### src/rtl/core/bf_pkg.sv
package bf_pkg;

    localparam int ROUNDS        = 16;
    localparam int SUBKEY_DEPTH  = ROUNDS + 2;
    localparam int SK_IDX_W      = $clog2(SUBKEY_DEPTH);
    localparam int RND_W         = $clog2(ROUNDS);
    localparam int WORD_W        = 32;
    localparam int SBOX_COUNT    = 4;
    localparam int SBOX_ENTRIES  = 256;
    localparam int SBOX_ADDR_W   = $clog2(SBOX_ENTRIES);
    localparam int BOX_W         = $clog2(SBOX_COUNT);

    localparam logic [RND_W-1:0] RND_LAST = RND_W'(ROUNDS - 1);

    typedef logic [WORD_W-1:0] word_t;

    typedef enum logic [1:0] {
        OP_ENCRYPT   = 2'd0,
        OP_DECRYPT   = 2'd1,
        OP_WR_SUBKEY = 2'd2,
        OP_WR_SBOX   = 2'd3
    } op_t;

    typedef struct packed {
        op_t                    operation;
        logic [31:0]            block_left;
        logic [31:0]            block_right;
        logic [1:0]             box_select;
        logic [7:0]             entry_index;
        logic [31:0]            entry_word;
    } in_item_t;

    typedef struct packed {
        logic [31:0]            result_left;
        logic [31:0]            result_right;
    } out_item_t;

    typedef struct packed {
        logic                   en;
        logic [SK_IDX_W-1:0]    idx;
        word_t                  word;
    } sk_wr_t;

    typedef struct packed {
        word_t                  first_key;
        word_t                  round_key;
        word_t                  white_left;
        word_t                  white_right;
    } sk_rd_t;

    typedef struct packed {
        word_t                  r_new;
        word_t                  l_swap;
        word_t                  fin_left;
        word_t                  fin_right;
    } rnd_res_t;

endpackage

### src/rtl/core/bf_subkey_file.sv
module bf_subkey_file
    import bf_pkg::*;
(
    input  logic                clk,
    input  sk_wr_t              wr,
    input  logic                decrypt,
    input  logic [SK_IDX_W-1:0] rd_idx,
    output sk_rd_t              rd
);

    word_t sk_reg [SUBKEY_DEPTH];

    always_ff @(posedge clk)
    begin
        if (wr.en)
        begin
            sk_reg[wr.idx] <= wr.word;
        end
    end

    // Whitening and first-round keys sit at fixed places; only the round key is indexed.
    always_comb
    begin
        rd.round_key   = sk_reg[rd_idx];
        rd.first_key   = decrypt ? sk_reg[ROUNDS + 1] : sk_reg[0];
        rd.white_left  = decrypt ? sk_reg[0] : sk_reg[ROUNDS + 1];
        rd.white_right = decrypt ? sk_reg[1] : sk_reg[ROUNDS];
    end

endmodule

### config.mk
export PLATFORM = sky130hd
export DESIGN_NAME = bf_subkey_file
export DESIGN_NICKNAME = d
export VERILOG_FILES = /design/src/rtl/core/bf_pkg.sv /design/src/rtl/core/bf_subkey_file.sv
export SDC_FILE = /design/constraint.sdc
export NUM_CORES = 1
export LEC_CHECK = 0
export BUFFER_PORTS_ARGS = -buffer_cell sky130_fd_sc_hd__buf_4
export CORE_AREA = 2 2 251 179
export CTS_CLUSTER_SIZE = 25
export DETAILED_ROUTE_END_ITERATION = 16
export DIE_AREA = 0 0 253 181
export PLACE_DENSITY_LB_ADDON = 0.1
export SYNTH_ARGS = -nofsm -noshare
export SYNTH_HDL_FRONTEND = slang
export SYNTH_SLANG_ARGS = --single-unit
export TNS_END_PERCENT = 30
### constraint.sdc
create_clock -name clk -period 4.7 [get_ports clk]
set_input_delay 0.94 -clock clk [delete_from_list [all_inputs] [get_ports clk]]
set_output_delay 0.94 -clock clk [all_outputs]
set_load 0.02 [all_outputs]
==> impl_results.md, run 1 <==
- Die area: about 0.046 mm^2
- Outcome: completed
- Max FFs per register: roughly 580
- Root buf cell: clkbuf_16
- GRT Total Usage: 22.7%
- Final Max Tran Viols: 0
- Design Power: 0.0103 W
- CTS buffer count: 52
- DIE WIDTH: 253 um
- CTS tree: done
- Synth unique cells: 23
- CP dominant cell by count: buf_4
- Pwr per Cell Area: 382 mW/mm^2
- Starting Density: 53.6%
- Largest net degree at the start of global routing: 49
- H-tree depth: 2
- Synthesized cell area: around 0.023 mm^2
- Fraction of layout cells with a size suffix above 1: 38.0%
- Syn avg cell area: 20.5 um^2
- Post-route ant nets: 0
- Cells along the critical path: buf_4, buf_4, nand2b_2, o211ai_1, buf_4
- Critical path capture point: rd[83]
- Startpoint types: input port
- Worst EP arrival: 3.04 ns
- Postcts setup bufs: 0
- Final setup violation count: 0
- RSZ-0062 raised after global routing: false
- # Max-Cap Violations: 0
- CP Max Fanout: 33
- N_diodes: 0
- Wirelength per Cell: approximately 27 um
- CTS Sinks: between 500 and 600
- Most common cell after layout, fill and taps aside: edfxtp_1
- Largest delay share family, worst path: simple AND/OR/NAND/NOR gates
- GRT overflow: 0
- Hold Vio Cnt, Final: 0
- Initial antenna violation count: 0
- DR DRC count: 0
- #FFs+latches synth: 576
- Mapped Cells: about 1100
- Leakage: 8.95 nW
- Area growth syn-to-layout: 16.1%
- WP buf/inv: 3
- Die Span Y: 181 um
- Number of synthesized flops with an enable pin: 576
- Post-synthesis sequential area ratio: 74.6%
- I/O Pins: about 170
- Via-to-Cell Ratio: 6.01
- Critical path endpoint category: output port
- Sum Neg Setup Slack: 0 ns
- First-pass GRT wire length: 76700 um
- Post-cts sizing count: 0
- Worst vdd ir: 0.266 mV
- Relative slew slack: a little under a quarter
- Levels on crit path: 5
- Fmax achieved: 251 MHz
- DRT iter0 DRCs: 1056
- Synth warnings: 0
- Top FF cell, synth: edfxtp_1
- Core Area: about 0.043 mm^2
- Critical path class: in2out
- Crit path max-delay cell type: nand2b_2
- Routed WL: 51200 um
- GPL Wtd Cong: 0.725
- Final min period: 3.98 ns
- Slew @ Worst Pin: 1.16 ns
- Hold buffer count at cts: 0
- Nets: 1373
- Routed via count: 11600
- Asr flop ratio synth: 0%
- Post-DP HPWL: 30000 um
- Row cnt: between 60 and 70
- Syn nets: 1176
- Most frequent cells in the layout: edfxtp_1 (576), buf_4 (201), mux2_2 (128), mux4_2 (96), mux2i_1 (96)
- Worst Setup SP: rd_idx[4]
- Vias in the first global route: 11800
- CTS clk-pin slew, worst paths: approximately 0.060 ns
- WP data required: 3.76 ns
- Type of the most critical hold path: in2reg
- Slowest stage delay, CP: 1.01 ns
- PortBufs: 172
- TritonRoute pass-1 iters: 7
- Fin crit share: between 80 and 90%
- Max clock buf depth: 3
## metal layers
metal  share of wire, %  vias up  GRT usage [%]
met5                  0        -              0
met4                1.6        0           4.66
met3                4.9       60           2.97
met2                 48      319           35.7
met1                 46     6092           34.7
li1                   -     5101              -
## cell families (layout without fill, tap and decap cells)
logic type	after synthesis	count (layout)	synth area share (%)
simple gates	70	70	1.31
mux	320	320	19.7
compound gates	96	96	2.94
buf+inv	69	302	1.48
flops	576	576	74.6
## cell usage after synthesis, types with 15 or more instances
cell type | number | share of area (%)
edfxtp_1 | 576 | 75
mux2_2 | 128 | 6.2
o211ai_1 | 32 | 1.0
buf_4 | 15 | 0.49
nand2_1 | 38 | 0.62
o21ai_1 | 32 | 0.69
nor2_1 | 16 | 0.26
a221oi_1 | 32 | 1.2
mux2i_1 | 96 | 4.1
buf_2 | 22 | 0.47
mux4_2 | 96 | 9.3
clkbuf_1 | 27 | 0.44
## layout make-up
cell class	instances	area (um^2)
repair buffers	212	1710
flip-flops and latches	576	17300
well taps	561	702
multi-input cells	486	5690
clock inverters	22	121
clock buffers	68	1380
fillers	3051	16300
## worst min path at each step
stage / startpoint / slack (ns) / to / cells past startpoint
after floorplan: wr[0] / 1.04 / sk_reg[0][0]$_DFFE_PP_ / 0
after global placement: wr[8] / 1.25 / sk_reg[16][8]$_DFFE_PP_ / 1
after detailed placement: wr[8] / 1.26 / sk_reg[16][8]$_DFFE_PP_ / 1
after CTS: wr[6] / 0.66 / sk_reg[17][6]$_DFFE_PP_ / 1
after global routing: wr[6] / 0.68 / sk_reg[0][6]$_DFFE_PP_ / 1
final: wr[6] / 0.69 / sk_reg[17][6]$_DFFE_PP_ / 1
## power by group
| group | switching [W] | internal [W] |
|---|---|---|
| sequential | 0.0000169 | 0.00571 |
| combinational | 0.000415 | 0.000300 |
| clock | 0.00173 | 0.00211 |
| total | 0.00217 | 0.00812 |
## through the flow
stage / instance area [um^2] / hold slack [ns] / util [%] / instances / setup WS, ns
2_1_floorplan: 23200 / 1.04 / - / 1131 / -0.0570
3_3_place_gp: 25400 / 1.25 / 58.8 / 1835 / 0.779
6_report: 26900 / 0.687 / 62.2 / 1925 / 0.716
3_5_place_dp: 25400 / 1.26 / 58.8 / 1835 / 0.710
4_1_cts: 26900 / 0.664 / 62.2 / 1925 / 0.702
5_1_grt: 26900 / 0.681 / 62.2 / 1925 / 0.590
(Power assumes the default switching activity.)
==> run 2, diff against run 1 <==
Settings changed: CORE_AREA 2 2 251 179 to 2 2 249 177, DIE_AREA 0 0 253 181 to 0 0 251 179.
Clock period 4.7 ns to 3.8 ns, I/O delays scaled along.
==> run 2 against run 1 <==
Sequential power is 24% higher. Via count is 0.95% higher. Largest cell class unchanged. Core utilization is 1.2 points higher. Global-route usage is 0.54 points higher. Non-clock buffer count is 5 higher.
==> impl_results.md, run 2 (synthesized netlist as in run 1, its figures left out) <==
- Fin crit share: 92.3%
- Relative slew slack: 27.9% (+5.1 points)
- Routed WL: 51700 um (+1.0%)
- Final Max Tran Viols: 0 (unchanged)
- Vias in the first global route: 11600 (-1.6%)
- Max clock buf depth: 3 (unchanged)
- Non-filler instance count after layout: 1935 (+0.52%)
- Hold slack: 0.495 ns (-0.192 ns)
- Nets: 1379 (+0.44%)
- Postcts setup bufs: 0 (unchanged)
- Fmax achieved: 285 MHz
- Hold buffer count at cts: 0 (unchanged)
- Row cnt: 64 (unchanged)
- DRT iter0 DRCs: 1143 (+8.2%)
- Post-route ant nets: 0 (unchanged)
- I/O Pins: 173 (unchanged)
- Fin area: 0.0272 mm^2 (+1.2%)
- RSZ-0062 raised after global routing: false
- CTS clk-pin slew, worst paths: 0.06 ns (about the same)
- Outcome: completed
- DP Area: 0.0255 mm^2 (+0.39%)
- Max layer used: met4
- TritonRoute pass-1 iters: 5 (-2)
- Post-DP HPWL: 29500 um (-1.7%)
- CTS Sinks: 576 (unchanged)
- Startpoint types: input port
- Via-to-Cell Ratio: 6.04 (+0.43%)
- Placed cell count: 1840 (+0.27%)
- Slew @ Worst Pin: 1.08 ns (-0.0764 ns)
- CP dominant cell by count: buf_4
- First-pass GRT wire length: 76200 um (-0.68%)
- Fraction of layout cells with a size suffix above 1: 39.3% (+1.3 points)
- Fill cells: 2948 (-3.4%)
- Leakage: 9.09 nW (+1.7%)
- Worst Setup SP: rd_idx[0]
- DR DRC count: 0 (unchanged)
- CTS tree: done
- H-tree depth: 2 (unchanged)
- Die area: 0.0449 mm^2 (-1.9%)
- Wirelength per Cell: 26.7 um (+0.47%)
- GRT Total Usage: 23.3% (+0.54 points)
- DIE WIDTH: 251 um (-0.79%)
- Core Area: 0.0429 mm^2 (-0.74%)
- CTS buffer count: 53 (+1.9%)
- Register Area: 0.0173 mm^2 (unchanged)
- Final min period: approximately 3.5 ns
- # Max-Cap Violations: 0 (unchanged)
- Worst EP arrival: 2.75 ns (-0.29 ns)
- Setup ws final: 0.291 ns (-0.425 ns)
- Initial antenna violation count: 0 (unchanged)
- Hold Vio Cnt, Final: 0 (unchanged)
- Die Span Y: 179 um (-1.1%)
- Design Power: 0.0133 W (+29%)
- Critical path class: in2out
- Most frequent cells in the layout: edfxtp_1 (576), buf_4 (201), mux2_2 (128), mux4_2 (96), mux2i_1 (96)
- Crit path max-delay cell type: nor2b_4
- Post-Place Setup Slack: 0.339 ns (-0.370 ns)
- Cells along the critical path: clkbuf_8, nor2b_4, a221oi_1, buf_4, o21ai_1, o211ai_1, buf_4
- Type of the most critical hold path: in2reg
- GRT overflow: 0 (unchanged)
- Largest net degree at the start of global routing: 97 (+98%)
- Area growth syn-to-layout: 17.5%
- Root buf cell: clkbuf_16
- Max FFs per register: 576 (unchanged)
- CP Max Fanout: 32 (-3.0%)
- Routed via count: 11700 (+0.95%)
- Met1 WL: 23900 um (+1.7%)
- Hold path startpoint: wr[27]
- PortBufs: 172 (unchanged)
- Met3 wire len: 2510 um (about the same)
- Post-cts sizing count: 0 (unchanged)
- Critical path endpoint category: output port
- WP data required: 3.04 ns (-0.72 ns)
- Slowest stage delay, CP: 0.83 ns (-0.18 ns)
- Worst vdd ir: 0.349 mV (+31%)
- GPL Wtd Cong: 0.743 (+2.5%)
- Final setup violation count: 0 (unchanged)
- Met2 WL: 24400 um (-0.27%)
- Pwr per Cell Area: 489 mW/mm^2 (+28%)
- Most common cell after layout, fill and taps aside: edfxtp_1
- Starting Density: 54.0% (+0.40 points)
- Multi-input combinational cell area: 0.00569 mm^2 (unchanged)
-- run 2: cell count changes in the layout (fill, tap and decap cells not counted), sizes merged, moves of 2 or more --
cell / previous run / this run
clkinv: 21 / 27
buf: 211 / 216
clkbuf: 69 / 57
bufinv: 1 / 8
clkinvlp: 0 / 2
-- run 2: cell type report --
cell class	count	share of cell area [%]
well taps	561	2.58
diodes	1	0.00919
clock buffers	56	4.91
repair buffers	217	6.66
multi-input cells	486	20.9
clock inverters	38	1.46
flip-flops and latches	576	63.5
-- run 2: critical path, delay by kind of cell --
kind / cells / cell delay, ns
compound gates: 3 / 0.47
buf+inv: 3 / 0.61
simple gates: 1 / 0.83
-- run 2: worst paths after layout --
| check | to | slack (ns) | cells after the start |
|---|---|---|---|
| setup / recovery | rd[80] | 0.29 | 7 |
| hold / removal | sk_reg[17][27]$_DFFE_PP_ | 0.50 | 1 |
-- run 2: report_power, final --
| group | total, W | switching, W | internal, W | leakage (nW) |
|---|---|---|---|---|
| registers | 0.00709 | 0.0000209 | 0.00706 | 5.19 |
| clock network | 0.00534 | 0.00225 | 0.00309 | 0.848 |
| logic | 0.000889 | 0.000514 | 0.000375 | 3.06 |
| total | 0.0133 | 0.00279 | 0.0105 | 9.09 |
-- run 2: metal layers --
layer	up-vias	global-route usage, %
li1	5117	-
met1	6168	35.3
met2	323	36.3
met3	74	3.40
met4	0	5.48
met5	-	0
-- run 2: per-stage QoR --
step / setup TNS (ns) / util [%]
after floorplan: -31.91 / -
after global placement: 0 / 59.4
after detailed placement: 0 / 59.4
after CTS: 0 / 63.5
after global routing: 0 / 63.5
final: 0 / 63.5
==> run 3, diff against run 2 <==
Settings changed: CORE_AREA 2 2 249 177 to 2 2 209 211, DIE_AREA 0 0 251 179 to 0 0 211 213.
==> run 3 against run 2 <==
Flip-flop and latch count unchanged. Combinational power up 0.9%. Clock power up 2%. Sequential share of layout area down 0.23 points. Largest cell class unchanged.
==> impl_results.md, run 3 (synthesized netlist as in run 1, its figures left out) <==
- Worst Setup SP: rd_idx[1]
- Fin crit share: 96.0% (+3.7 points)
- Fill cells: 2912 (-1.2%)
- Postcts setup bufs: 0 (unchanged)
- CP Max Fanout: 32 (unchanged)
- Sequential power share: 52.7% (-0.5 points)
- TritonRoute pass-1 iters: 5 (unchanged)
- Final min period: 3.65 ns (+0.139 ns)
- Pwr per Cell Area: 491 mW/mm^2 (+0.58%)
- Largest net degree at the start of global routing: 49 (-49%)
- Share of power burned in combinational logic: 6.7% (about the same)
- Fraction of layout cells with a size suffix above 1: 39.2% (-0.11 points)
- CTS clk-pin slew, worst paths: 0.06 ns (about the same)
- Die area: 0.0449 mm^2 (about the same)
- Met1 WL: 22500 um (-5.8%)
- GRT Total Usage: 23.5% (+0.22 points)
- Starting Density: 54.3% (+0.28 points)
- Final setup violation count: 0 (unchanged)
- Post-DP HPWL: 29700 um (+0.91%)
- Routed via count: 11800 (+0.93%)
- Hold Vio Cnt, Final: 0 (unchanged)
- First-pass GRT wire length: 76700 um (+0.65%)
- Fmax achieved: 274 MHz (-3.8%)
- Leakage: 9.15 nW (+0.62%)
- # Max-Cap Violations: 0 (unchanged)
- CTS buffer count: 55 (+3.8%)
- GPL Wtd Cong: 0.744 (+0.17%)
- Worst EP arrival: 2.89 ns (+0.14 ns)
- Post-cts sizing count: 0 (unchanged)
- Critical path capture point: rd[85]
- Post-route ant nets: 0 (unchanged)
- I/O Pins: 173 (unchanged)
- Setup ws final: 0.152 ns (-0.139 ns)
- Most common cell after layout, fill and taps aside: edfxtp_1
- Vias in the first global route: 12000 (+3.5%)
- Die Span Y: 213 um (+19%)
- Hold buffer count at cts: 0 (unchanged)
- GRT overflow: 0 (unchanged)
- CTS tree: done
- Fin area: 0.0273 mm^2 (+0.36%)
- Post-Place Setup Slack: 0.127 ns (-0.212 ns)
- DR DRC count: 0 (unchanged)
- N_diodes: 0 (-1)
- Root buf cell: clkbuf_16
- Nets: 1381 (+0.15%)
- Slew @ Worst Pin: 1.21 ns (+0.128 ns)
- Via-to-Cell Ratio: 6.12 (+1.3%)
- Internal power: 0.0107 W (+1.2%)
- Routed WL: 51600 um (-0.35%)
- Critical path class: in2out
- Critical path endpoint category: output port
- Met3 wire len: 3290 um (+31%)
- Relative slew slack: 19.2% (-8.7 points)
- PortBufs: 172 (unchanged)
- Max FFs per register: 576 (unchanged)
- H-tree depth: 2 (unchanged)
- DRT iter0 DRCs: 924 (-19%)
- Most frequent cells in the layout: edfxtp_1 (576), buf_4 (197), mux2_2 (128), mux4_2 (96), mux2i_1 (96)
- CTS Sinks: 576 (unchanged)
- DP Area: 0.0255 mm^2 (+0.12%)
- RSZ-0062 raised after global routing: false
- WP data required: 3.04 ns (about the same)
- Max layer used: met4
- Clock group share of total power: 40.6% (+0.5 points)
- Met2 WL: 24700 um (+1.5%)
- Worst vdd ir: 0.372 mV (+6.3%)
- Hold slack: 0.477 ns (-0.0182 ns)
- Type of the most critical hold path: in2reg
- Row cnt: 76 (+19%)
- Outcome: completed
- Wirelength per Cell: 26.7 um (about the same)
- Final Max Tran Viols: 0 (unchanged)
- Switching Fraction: 20.7% (-0.18 points)
- Core Area: 0.0427 mm^2 (-0.52%)
- DIE WIDTH: 211 um (-16%)
- Area growth syn-to-layout: 17.9%
- Startpoint types: input port
- Max clock buf depth: 3 (unchanged)
- Initial antenna violation count: 0 (unchanged)
- NetSw: 0.00279 W (about the same)
-- run 3: cell types whose count changed in the layout (fill, tap and decap cells not counted), sizes merged --
cell	before	now
inv	1	0
clkbuf	57	69
bufinv	8	7
diode	1	0
clkinvlp	2	1
-- run 3: how the worst min path moves through the flow --
stage,startpoint,depth (start not counted),slack (ns),end
3_3_place_gp,wr[25],1,1.07,sk_reg[17][25]$_DFFE_PP_
6_report,wr[13],1,0.48,sk_reg[17][13]$_DFFE_PP_
3_5_place_dp,wr[10],1,1.08,sk_reg[17][10]$_DFFE_PP_
2_1_floorplan,wr[0],0,0.86,sk_reg[0][0]$_DFFE_PP_
4_1_cts,wr[10],1,0.45,sk_reg[11][10]$_DFFE_PP_
5_1_grt,wr[13],1,0.47,sk_reg[17][13]$_DFFE_PP_
-- run 3: metal layers --
metal / up-vias / track usage [%]
met5: - / 0
met4: 0 / 5.49
met3: 70 / 4.74
met2: 389 / 37.1
met1: 6222 / 34.3
li1: 5110 / -
-- run 3: power by group through the flow --
| stage | clock [W] | combinational [W] | sequential (W) |
|---|---|---|---|
| floorplan | 0 | 0.000519 | 0.00722 |
| global placement | 0 | 0.000900 | 0.00722 |
| detailed placement | 0 | 0.000906 | 0.00722 |
| CTS | 0.00554 | 0.000909 | 0.00709 |
| global route | 0.00579 | 0.000959 | 0.00709 |
| finish | 0.00545 | 0.000897 | 0.00709 |
-- run 3: layout make-up --
type,count,area (um^2),area share [%]
well taps,546,683,2.50
clock inverters,35,337,1.23
flip-flops and latches,576,17300,63.3
clock buffers,68,1470,5.37
multi-input cells,486,5690,20.8
repair buffers,217,1860,6.82
-- run 3: per-stage QoR --
stage | power, W | setup TNS, ns | utilization, % | std cells
detailed placement | 0.00813 | 0 | 59.8 | 1825
CTS | 0.0135 | 0 | 64.0 | 1928
floorplan | 0.00774 | -31.91 | - | 1131
finish | 0.0134 | 0 | 64.0 | 1928
global route | 0.0138 | 0 | 64.0 | 1928
global placement | 0.00812 | 0 | 59.8 | 1825
-- run 3: worst max-delay path, cell delays in order --
cell      delay, ns
buf_4          0.27
nor2b_4        1.03
a221oi_1       0.30
o21ai_1        0.16
o211ai_1       0.14
buf_4          0.19
