$ cat src/rtl/core/bf_pkg.sv
package bf_pkg;

    localparam int ROUNDS        = 16;
    localparam int SUBKEY_DEPTH  = ROUNDS + 2;
    localparam int SK_IDX_W      = $clog2(SUBKEY_DEPTH);
    localparam int RND_W         = $clog2(ROUNDS);
    localparam int WORD_W        = 32;
    localparam int SBOX_COUNT    = 4;
    localparam int SBOX_ENTRIES  = 256;
    localparam int SBOX_ADDR_W   = $clog2(SBOX_ENTRIES);
    localparam int BOX_W         = $clog2(SBOX_COUNT);

    localparam logic [RND_W-1:0] RND_LAST = RND_W'(ROUNDS - 1);

    typedef logic [WORD_W-1:0] word_t;

    typedef enum logic [1:0] {
        OP_ENCRYPT   = 2'd0,
        OP_DECRYPT   = 2'd1,
        OP_WR_SUBKEY = 2'd2,
        OP_WR_SBOX   = 2'd3
    } op_t;

    typedef struct packed {
        op_t                    operation;
        logic [31:0]            block_left;
        logic [31:0]            block_right;
        logic [1:0]             box_select;
        logic [7:0]             entry_index;
        logic [31:0]            entry_word;
    } in_item_t;

    typedef struct packed {
        logic [31:0]            result_left;
        logic [31:0]            result_right;
    } out_item_t;

    typedef struct packed {
        logic                   en;
        logic [SK_IDX_W-1:0]    idx;
        word_t                  word;
    } sk_wr_t;

    typedef struct packed {
        word_t                  first_key;
        word_t                  round_key;
        word_t                  white_left;
        word_t                  white_right;
    } sk_rd_t;

    typedef struct packed {
        word_t                  r_new;
        word_t                  l_swap;
        word_t                  fin_left;
        word_t                  fin_right;
    } rnd_res_t;

endpackage

$ cat src/rtl/core/bf_round_unit.sv
module bf_round_unit
    import bf_pkg::*;
(
    input  logic [SBOX_COUNT-1:0][WORD_W-1:0] sbox_word,
    input  word_t                             l_cur,
    input  word_t                             r_cur,
    input  sk_rd_t                            keys,
    output rnd_res_t                          res
);

    word_t f_val;

    always_comb
    begin
        f_val        = ((sbox_word[0] + sbox_word[1]) ^ sbox_word[2]) + sbox_word[3];
        res.r_new    = r_cur ^ f_val;
        // The swapped half picks up the next round's subkey straight away.
        res.l_swap   = res.r_new ^ keys.round_key;
        res.fin_left  = l_cur ^ keys.white_left;
        res.fin_right = res.r_new ^ keys.white_right;
    end

endmodule

$ cat config.mk
export PLATFORM = sky130hd
export DESIGN_NAME = bf_round_unit
export DESIGN_NICKNAME = d
export VERILOG_FILES = /design/src/rtl/core/bf_pkg.sv /design/src/rtl/core/bf_round_unit.sv
export SDC_FILE = /design/constraint.sdc
export NUM_CORES = 1
export LEC_CHECK = 0
export BUFFER_PORTS_ARGS = -buffer_cell sky130_fd_sc_hd__buf_2
export CORE_AREA = 2 2 176 178
export DETAILED_ROUTE_END_ITERATION = 10
export DIE_AREA = 0 0 178 180
export SYNTH_ARGS = -nofsm -noshare
export SYNTH_HDL_FRONTEND = slang
export SYNTH_SLANG_ARGS = --single-unit
$ cat constraint.sdc
create_clock -name vclk -period 10.4
set_input_delay 3.12 -clock vclk [all_inputs]
set_output_delay 3.12 -clock vclk [all_outputs]
set_load 0.02 [all_outputs]
==> flow_metrics.py, run 1 <==
metrics = {
    "placement": {
        "place_hpwl_microns": 19700,
        "placed_area_sq_um": 8060,
        "dp.cells": 1509,
        "gp_congestion": 0.858,
        "portBuffers": 416,
    },
    "worst_setup_path": {
        "critPathLaunchType": "input pin",
        "cp_num_buf_inv": 5,
        "worstSetupPathType": "in2out",
        "end_kind": "output port",
        "cp_max_fo": 5,
        "crit_arrival_ns": 7.27,
        "cp_cell_sequence": "buf_6 -> ha_4 -> buf_6 -> a211oi_4 -> o311ai_2 -> a21o_2 -> a21o_1 -> a21o_1 -> buf_4 -> xnor2_1 -> ha_1 -> a21oi_1 -> o21ai_1 -> a311oi_2 -> buf_4 -> a211oi_4 -> or4_4 -> nand2_4 -> o31ai_4 -> xnor2_2 -> xnor2_1 -> buf_4",
        "cp.required_ns": 7.28,
        "cp_top_family": "compound AO/OA/AOI/OAI gates",
        "path_common_cell": "buf_4",
        "cp_slowest_stage_delay_ns": 0.53,
        "worst_path_max_delay_cell": "or4_4",
    },
    "floorplan": {
        "die_x_microns": 178,
        "core_area_sq_um": 30200,
        "pin_count": 448,
        "num_rows": 64,
        "die_y_microns": 180,
        "start_util_pct": 15.9,
        "die_area_sq_um": 32000,
    },
    "cells_and_area": {
        "final_core_util_pct": 29.1,
        "nets": 1520,
        "seqCellArea_sq_um": 0,
        "drive_gt1_share_pct": 55.2,
        "n_clock_buffer": 0,
        "areaGrowthSynthToFinish_pct": 83.6,
        "final_cells": 1534,
        "stdcell_area_sq_um": 8800,
        "seq_cell_count": 0,
    },
    "yosys": {
        "syn-cell-area_sq_um": 4790,
        "ys_seq_area_share_pct": 0,
        "synth_cells": 606,
        "postSynthAreaPerCell_sq_um": 7.91,
        "yosys_warnings": 0,
        "synth_fp_nets": 992,
        "synth.distinct_cells": 62,
    },
    "clocking": {
        "hold_buffers": 0,
    },
    "grt": {
        "grt_pass1_vias": 6064,
        "overflow": 0,
        "grt_pass1_wl_microns": 31500,
        "grt_max_degree": 8,
        "antenna_found_initial": 8,
        "grtUsageTotal_pct": 12.4,
    },
    "outcome": {
        "status": "finished clean",
    },
    "power_and_ir_drop": {
        "power.density_nw_per_um2": 222,
        "p_leak_nw": 4.49,
        "ir_worst_vdd_uv": 113,
        "power_mw": 1.95,
    },
    "routing": {
        "first_pass_iters": 5,
        "routed-via-count": 6202,
        "drcViolationCount": 0,
        "dr.first_iter.drc_count": 150,
        "antenna_left": 0,
        "viasPerCell": 4.04,
        "drt-total-wl_microns": 21800,
        "routedWlPerCell_microns": 14.2,
    },
    "sta": {
        "worst_pin_slew_ns": 0.511,
        "fmax_mhz": 96.2,
        "rsz0062_at_grt": "yes",
        "fin_setup_tns_ns": 0,
        "final_hold_viol_count": 0,
        "final_max_slew_viol_count": 0,
        "relSlewSlack_pct": 65.7,
        "period_minus_slack_ns": 10.39,
        "setup_viol": 0,
        "min_period_over_period_pct": 99.9,
    },
    "worst_hold_path": {
        "hp-class": "in2out",
    },
    "flow_run": {
        "drv_cap": 0,
    },
}
==> routing by layer <==
metal | vias up | global-route usage, % | routed length (microns)
met5 | - | 0 | 13
met2 | 190 | 22.4 | 10900
met1 | 2789 | 15.8 | 9380
met4 | 2 | 2.39 | 484
met3 | 36 | 1.23 | 1050
li1 | 3185 | - | -
==> placed cells by master (no fill, tap or decap), types with 4 or more instances in the layout <==
| master | count |
|---|---|
| o21ai_1 | 5 |
| inv_1 | 34 |
| xnor2_2 | 17 |
| nand2_1 | 30 |
| o21bai_1 | 7 |
| o211ai_1 | 4 |
| nand4_1 | 7 |
| nor3_1 | 4 |
| buf_6 | 12 |
| o21ai_0 | 17 |
| ha_4 | 5 |
| buf_4 | 135 |
| o21ai_2 | 5 |
| xor2_1 | 85 |
| nand2b_1 | 7 |
| nand3_1 | 9 |
| ha_1 | 58 |
| a21o_1 | 30 |
| buf_2 | 385 |
| o21a_1 | 9 |
| inv_2 | 5 |
| nor2_1 | 13 |
| a21oi_2 | 12 |
| and3_1 | 5 |
| diode_2 | 6 |
| xnor2_1 | 116 |
| a21oi_1 | 43 |
| a211oi_4 | 4 |
==> cells in the mapped netlist, types with 2 or more instances <==
cell type | instances | area (sq um)
a211oi_1 | 7 | 52.6
a21o_1 | 30 | 225
a21oi_1 | 54 | 270
a21oi_2 | 2 | 17.5
a311oi_2 | 2 | 30.0
a31oi_1 | 2 | 12.5
and2_1 | 2 | 12.5
and3_1 | 5 | 31.3
and4_1 | 2 | 17.5
buf_2 | 2 | 10.0
clkbuf_2 | 2 | 10.0
fa_1 | 2 | 40.0
ha_1 | 64 | 801
inv_1 | 38 | 143
nand2_1 | 30 | 113
nand2_2 | 3 | 18.8
nand2b_1 | 7 | 43.8
nand3_1 | 9 | 45.0
nand4_1 | 7 | 43.8
nor2_1 | 17 | 63.8
nor2_2 | 2 | 12.5
nor2b_1 | 4 | 25.0
nor3_1 | 5 | 25.0
o211ai_1 | 4 | 30.0
o211ai_2 | 2 | 25.0
o21a_1 | 10 | 75.1
o21ai_0 | 21 | 105
o21ai_1 | 4 | 20.0
o21ai_2 | 4 | 35.0
o21bai_1 | 8 | 60.1
o311ai_2 | 2 | 32.5
o31a_1 | 3 | 26.3
o31ai_2 | 2 | 25.0
o41ai_1 | 2 | 17.5
or4_1 | 2 | 15.0
xnor2_1 | 128 | 1120
xnor2_2 | 6 | 97.6
xnor3_1 | 2 | 45.0
xor2_1 | 85 | 744
==> final timing paths <==
kind / from / endpoint / slack [ns] / cells past startpoint
max: sbox_word[32] / res[28] / 0.009 / 22
min: l_cur[31] / res[63] / 6.52 / 3
==> power by group <==
| part | internal (mW) | switching [mW] | leakage (nW) | total, mW |
|---|---|---|---|---|
| Sequential | 0 | 0 | 0 | 0 |
| Combinational | 0.864 | 1.09 | 4.49 | 1.95 |
| Clock | 0.0000000772 | 0 | 0.0000380 | 0.0000000773 |
==> through the flow <==
stage | worst slack [ns] | hold WS, ns
final | 0.00946 | 6.52
after global routing | -0.216 | 6.53
after CTS | 0.00651 | 6.52
after detailed placement | -0.391 | 6.52
after global placement | -0.369 | 6.52
after floorplan | 0.0496 | 6.36
==> logic make-up (layout without fill, tap and decap cells) <==
logic type | count (synthesis) | after routing | synth area share, %
xor+xnor | 222 | 222 | 42.2
compound gates | 175 | 175 | 26.2
simple gates | 98 | 98 | 10.2
fa+ha+maj | 66 | 66 | 17.5
buf+inv | 45 | 571 | 3.78
other cells | 0 | 6 | 0
==> cell type report <==
type / instances / area (sq um)
inverters: 39 / 146
diodes: 6 / 15.0
repair buffers: 532 / 3080
well taps: 396 / 495
fillers: 3243 / 21400
multi-input cells: 561 / 5070
==> what timing repair did <==
action / CTS / global route
pin swaps: 31 / 73
setup buffers: 8 / 11
gates resized for setup: 40 / 83
endpoints found under the setup margin: 37 / 47
(Power assumes the default switching activity.)
==> inputs of run 2 (changes only) <==
Settings changed: ABC_AREA set to 1, SETUP_SLACK_MARGIN set to 0.02.
==> run 2 against run 1 <==
Compared with the run above: critical path depth rose by 1; synthesized cell count rose by 63%; via count rose by 21%; flip-flop and latch count did not move; largest cell class unchanged; highest routed layer unchanged.
==> flow_metrics.py, run 2 <==
metrics = {
    "grt": {
        "grt_max_degree": 7,
        "grt_pass1_wl_microns": 38000,
        "overflow": 0,
        "grtUsageTotal_pct": 15.1,
        "antenna_found_initial": 6,
        "grt_pass1_vias": 7280,
    },
    "floorplan": {
        "core_area_sq_um": 30200,
        "die_x_microns": 178,
        "num_rows": 64,
        "start_util_pct": 19.2,
        "die_y_microns": 180,
        "die_area_sq_um": 32000,
        "pin_count": 448,
    },
    "cells_and_area": {
        "areaGrowthSynthToFinish_pct": 44.9,
        "layout_commonest_cell": "buf_2",
        "multiInputGateArea_sq_um": 5250,
        "nets": 1792,
        "mostFrequentLayoutCells": "buf_2, nand2_1, inv_1",
        "seqCellArea_sq_um": 0,
        "n_fill_cell": 3406,
        "n_clock_buffer": 0,
        "seq_cell_count": 0,
        "final_cells": 1805,
        "drive_gt1_share_pct": 32.0,
    },
    "sta": {
        "period_minus_slack_ns": 9.98,
        "relSlewSlack_pct": 68.8,
        "fmax_mhz": 100,
        "fin_setup_tns_ns": 0,
        "rsz0062_at_grt": "no",
        "setup_viol": 0,
        "worst_pin_slew_ns": 0.465,
        "setup_ws_ns": 0.422,
        "min_period_over_period_pct": 95.9,
        "final_max_slew_viol_count": 0,
        "hold_slack_ns": 6.52,
        "final_hold_viol_count": 0,
    },
    "routing": {
        "first_pass_iters": 4,
        "viasPerCell": 4.15,
        "drcViolationCount": 0,
        "dr.first_iter.drc_count": 259,
        "antenna_left": 0,
        "routedWlPerCell_microns": 14.3,
        "routed-via-count": 7492,
        "drt-total-wl_microns": 25800,
    },
    "worst_setup_path": {
        "cp_cell_sequence": "buf_2 -> ha_1 -> inv_1 -> fa_1 -> o21ai_2 -> inv_1 -> o21ai_2 -> nand2_1 -> nand2_1 -> a21oi_1 -> xor2_2 -> ha_1 -> nand2_1 -> nor2_1 -> nand2_1 -> nor4_2 -> a21oi_2 -> inv_1 -> nand2_1 -> nand2_1 -> nand2_1 -> nand2_1 -> buf_2",
        "cp_num_buf_inv": 5,
        "crit_arrival_ns": 6.86,
        "cp.required_ns": 7.28,
        "critPathLaunchType": "input pin",
        "end_kind": "output port",
        "worstSetupPathType": "in2out",
        "cp_top_family": "simple AND/OR/NAND/NOR gates",
        "path_common_cell": "nand2_1",
        "cp_slowest_stage_delay_ns": 0.42,
        "worst_path_max_delay_cell": "fa_1",
        "cp_max_fo": 5,
    },
    "placement": {
        "place_hpwl_microns": 24200,
        "portBuffers": 416,
        "gp_congestion": 0.860,
        "dpl_worst_slack_ns": 0.339,
        "dp.cells": 1800,
    },
    "worst_hold_path": {
        "min-delay-start": "l_cur[18]",
        "whs_endpoint": "res[50]",
        "hp-class": "in2out",
        "holdPathStages": 3,
    },
    "outcome": {
        "status": "finished clean",
    },
    "power_and_ir_drop": {
        "power_mw": 1.55,
        "ir_worst_vdd_uv": 106,
        "power.density_nw_per_um2": 184,
        "p_leak_nw": 4.93,
    },
    "yosys": {
        "synth_cells": 987,
        "synth_largest_area_cell": "nand2_1",
        "ys_seq_area_share_pct": 0,
        "synth_common_cells": "nand2_1, inv_1, xor2_1",
        "synthTopCellsByArea": "nand2_1, xor2_1, ha_1",
        "yosys_warnings": 0,
        "yosys.area.top_type_share_pct": 18.6,
        "synth.distinct_cells": 36,
        "yosysMostFrequentCell": "nand2_1",
        "syn-cell-area_sq_um": 5810,
        "synth_fp_nets": 1373,
        "postSynthAreaPerCell_sq_um": 5.88,
    },
    "clocking": {
        "hold_buffers": 0,
    },
    "flow_run": {
        "drv_cap": 0,
    },
}
==> run 2: cell type report <==
class                           instances  area share [%]
Tap cell                              396            5.89
Multi-Input combinational cell        835            62.3
Inverter                              152            6.78
Antenna cell                            5           0.149
Timing Repair Buffer                  417            24.8
==> run 2: through the flow <==
| step | util [%] | instance area (sq um) |
|---|---|---|
| floorplan | - | 5810 |
| global placement | 27.8 | 8390 |
| detailed placement | 27.8 | 8390 |
| CTS | 27.8 | 8390 |
| global route | 27.9 | 8410 |
| finish | 27.9 | 8410 |
==> run 2: how the worst max path moves through the flow <==
stage,from,to,slack [ns],cells past startpoint
2_1_floorplan,sbox_word[0],res[15],1.19,19
3_3_place_gp,sbox_word[0],res[93],0.42,21
3_5_place_dp,sbox_word[0],res[93],0.34,21
4_1_cts,sbox_word[0],res[93],0.33,21
5_1_grt,sbox_word[0],res[95],0.06,24
6_report,sbox_word[0],res[95],0.42,23
==> run 2: power by group <==
part / internal (mW) / switching, mW / total [mW]
clock network: 0.0000000643 / 0 / 0.0000000644
registers: 0 / 0 / 0
logic: 0.548 / 0.999 / 1.55
total: 0.548 / 0.999 / 1.55
==> run 2: cells by family (layout without fill, tap and decap cells) <==
| logic type | count (synthesis) | in the layout | share of synthesized area [%] |
|---|---|---|---|
| buf+inv | 152 | 569 | 9.82 |
| fa+ha+maj | 66 | 66 | 14.5 |
| other cells | 0 | 5 | 0 |
| xor+xnor | 174 | 174 | 27.9 |
| simple gates | 472 | 472 | 34.8 |
| compound gates | 123 | 123 | 13.0 |
==> run 2: metal layers <==
layer / GRT usage [%] / up-vias / wire length, microns / share of wire [%]
met4: 2.43 / 2 / 446 / 1.7
met2: 28.3 / 234 / 12800 / 50
met3: 1.14 / 26 / 1210 / 4.7
met1: 18.8 / 3265 / 11300 / 44
met5: 0 / - / 13 / 0.050
li1: - / 3965 / - / -
==> run 2: tightest hold or removal path, cell delays in order <==
cell and delay, ns:
buf_2 0.08, xor2_1 0.05, buf_2 0.15
==> run 2: repair_timing <==
action	4_1_cts	5_1_grt
buffers inserted	0	0
resized for setup	0	2
setup endpoints to repair	0	7
==> inputs of run 3 (changes only) <==
Settings changed: CORE_AREA 2 2 176 178 to 2 2 175 177, DIE_AREA 0 0 178 180 to 0 0 177 179, GPL_ROUTABILITY_DRIVEN set to 0.
==> run 3 against run 2 <==
Compared with the run above: cell area is 0.12% lower; worst setup slack better by 0.044 ns; routed wire length is 0.36% lower; non-clock buffer count is 1 lower; die area is 1.1% lower; final cell count hardly changed; sequential share of layout area stayed put; flip-flop and latch count stayed put; first-iteration DRC count is 1.9% higher.
==> flow_metrics.py, run 3 (synthesized netlist as in run 2, its figures left out) <==
metrics = {
    "outcome": {
        "status": "finished clean",
    },
    "flow_run": {
        "drv_cap": 0,
    },
    "worst_setup_path": {
        "cp_cell_sequence": "buf_2 -> ha_1 -> inv_1 -> fa_1 -> o21ai_2 -> inv_1 -> o21ai_2 -> nand2_1 -> nand2_1 -> a21oi_1 -> xor2_1 -> ha_1 -> a21oi_1 -> o21ai_0 -> nand2_1 -> nand2_1 -> a21oi_1 -> nand2_1 -> nand2_1 -> nand3_1 -> nand2_1 -> buf_2",
        "critPathLaunchType": "input pin",
        "crit_start": "sbox_word[0]",
        "cp.required_ns": 7.28,
        "crit_arrival_ns": 6.81,
        "cp_max_fo": 5,
        "worstSetupPathType": "in2out",
        "path_common_cell": "nand2_1",
        "end_kind": "output port",
        "cp_slowest_stage_delay_ns": 0.42,
        "worst_path_max_delay_cell": "fa_1",
        "cp_top_family": "compound AO/OA/AOI/OAI gates",
        "cp_num_buf_inv": 4,
    },
    "routing": {
        "drt-total-wl_microns": 25700,
        "drcViolationCount": 0,
        "dr.first_iter.drc_count": 264,
        "routedWlPerCell_microns": 14.2,
        "viasPerCell": 4.22,
        "antenna_left": 0,
        "first_pass_iters": 5,
        "routed-via-count": 7613,
    },
    "floorplan": {
        "die_area_sq_um": 31700,
        "num_rows": 64,
        "start_util_pct": 19.3,
        "die_x_microns": 177,
        "pin_count": 448,
        "core_area_sq_um": 30000,
        "die_y_microns": 179,
    },
    "sta": {
        "worst_pin_slew_ns": 0.474,
        "rsz0062_at_grt": "no",
        "fmax_mhz": 101,
        "final_max_slew_viol_count": 0,
        "setup_viol": 0,
        "min_period_over_period_pct": 95.5,
        "final_hold_viol_count": 0,
        "fin_setup_tns_ns": 0,
        "setup_ws_ns": 0.466,
        "period_minus_slack_ns": 9.93,
        "relSlewSlack_pct": 68.1,
    },
    "cells_and_area": {
        "seqCellArea_sq_um": 0,
        "seq_cell_count": 0,
        "n_fill_cell": 3454,
        "n_clock_buffer": 0,
        "areaGrowthSynthToFinish_pct": 44.7,
        "mostFrequentLayoutCells": "buf_2, nand2_1, inv_1",
        "drive_gt1_share_pct": 31.9,
        "layout_commonest_cell": "buf_2",
        "nets": 1791,
    },
    "worst_hold_path": {
        "whs_endpoint": "res[42]",
        "holdPathStages": 3,
        "min-delay-start": "l_cur[10]",
        "hp-class": "in2out",
    },
    "grt": {
        "overflow": 0,
        "grt_max_degree": 7,
        "grtUsageTotal_pct": 14.8,
        "grt_pass1_vias": 6921,
        "antenna_found_initial": 7,
        "grt_pass1_wl_microns": 36400,
    },
    "power_and_ir_drop": {
        "power.density_nw_per_um2": 184,
        "p_leak_nw": 4.92,
        "ir_worst_vdd_uv": 92.6,
    },
    "clocking": {
        "cts_resized": 0,
        "cts_setup_buffers": 0,
        "hold_buffers": 0,
    },
    "placement": {
        "portBuffers": 416,
        "place_hpwl_microns": 24100,
        "dpl_worst_slack_ns": 0.393,
    },
}
==> run 3: changes by cell type in the layout (fill, tap and decap cells not counted) <==
cell | before | now
buf_4 | 1 | 0
diode_2 | 5 | 7
xor2_1 | 112 | 113
xor2_2 | 5 | 4
==> run 3: cell type report <==
| class | count | area [sq um] | share of cell area (%) |
|---|---|---|---|
| Inverter | 152 | 571 | 6.79 |
| Timing Repair Buffer | 416 | 2080 | 24.8 |
| Multi-Input combinational cell | 835 | 5240 | 62.3 |
| Antenna cell | 7 | 17.5 | 0.208 |
| Tap cell | 396 | 495 | 5.90 |
==> run 3: worst max-delay path by stage <==
| stage | to | cells past startpoint |
|---|---|---|
| 6_report | res[25] | 22 |
| 4_1_cts | res[25] | 22 |
| 5_1_grt | res[89] | 22 |
| 3_3_place_gp | res[25] | 22 |
| 2_1_floorplan | res[15] | 19 |
| 3_5_place_dp | res[25] | 22 |
==> run 3: report_power, final <==
group,internal [mW],switching [mW]
clock network,0.0000000902,0
registers,0,0
logic,0.546,0.997
total,0.546,0.997
==> run 3: worst min-delay path: stages <==
cell,delay (ns)
buf_2,0.08
xor2_1,0.05
buf_2,0.15
==> run 3: stage by stage <==
| stage | instance area (sq um) | std cells | util, % | power (mW) | hold slack [ns] |
|---|---|---|---|---|---|
| floorplan | 5810 | 987 | - | 1.05 | 6.36 |
| global placement | 8390 | 1799 | 27.9 | 1.54 | 6.52 |
| detailed placement | 8390 | 1799 | 27.9 | 1.56 | 6.52 |
| CTS | 8390 | 1799 | 27.9 | 1.56 | 6.52 |
| global route | 8400 | 1804 | 28.0 | 1.70 | 6.53 |
| finish | 8400 | 1806 | 28.0 | 1.54 | 6.52 |
==> run 3: layer usage <==
metal  GRT usage, %  part of all wire, %  routed length (microns)  vias up
met5              0                0.035                        9        -
met3           1.34                  5.3                     1350       23
li1               -                    -                        -     3964
met4           2.34                  1.4                      359        2
met2           27.7                   50                    12900      252
met1           18.4                   43                    11100     3372
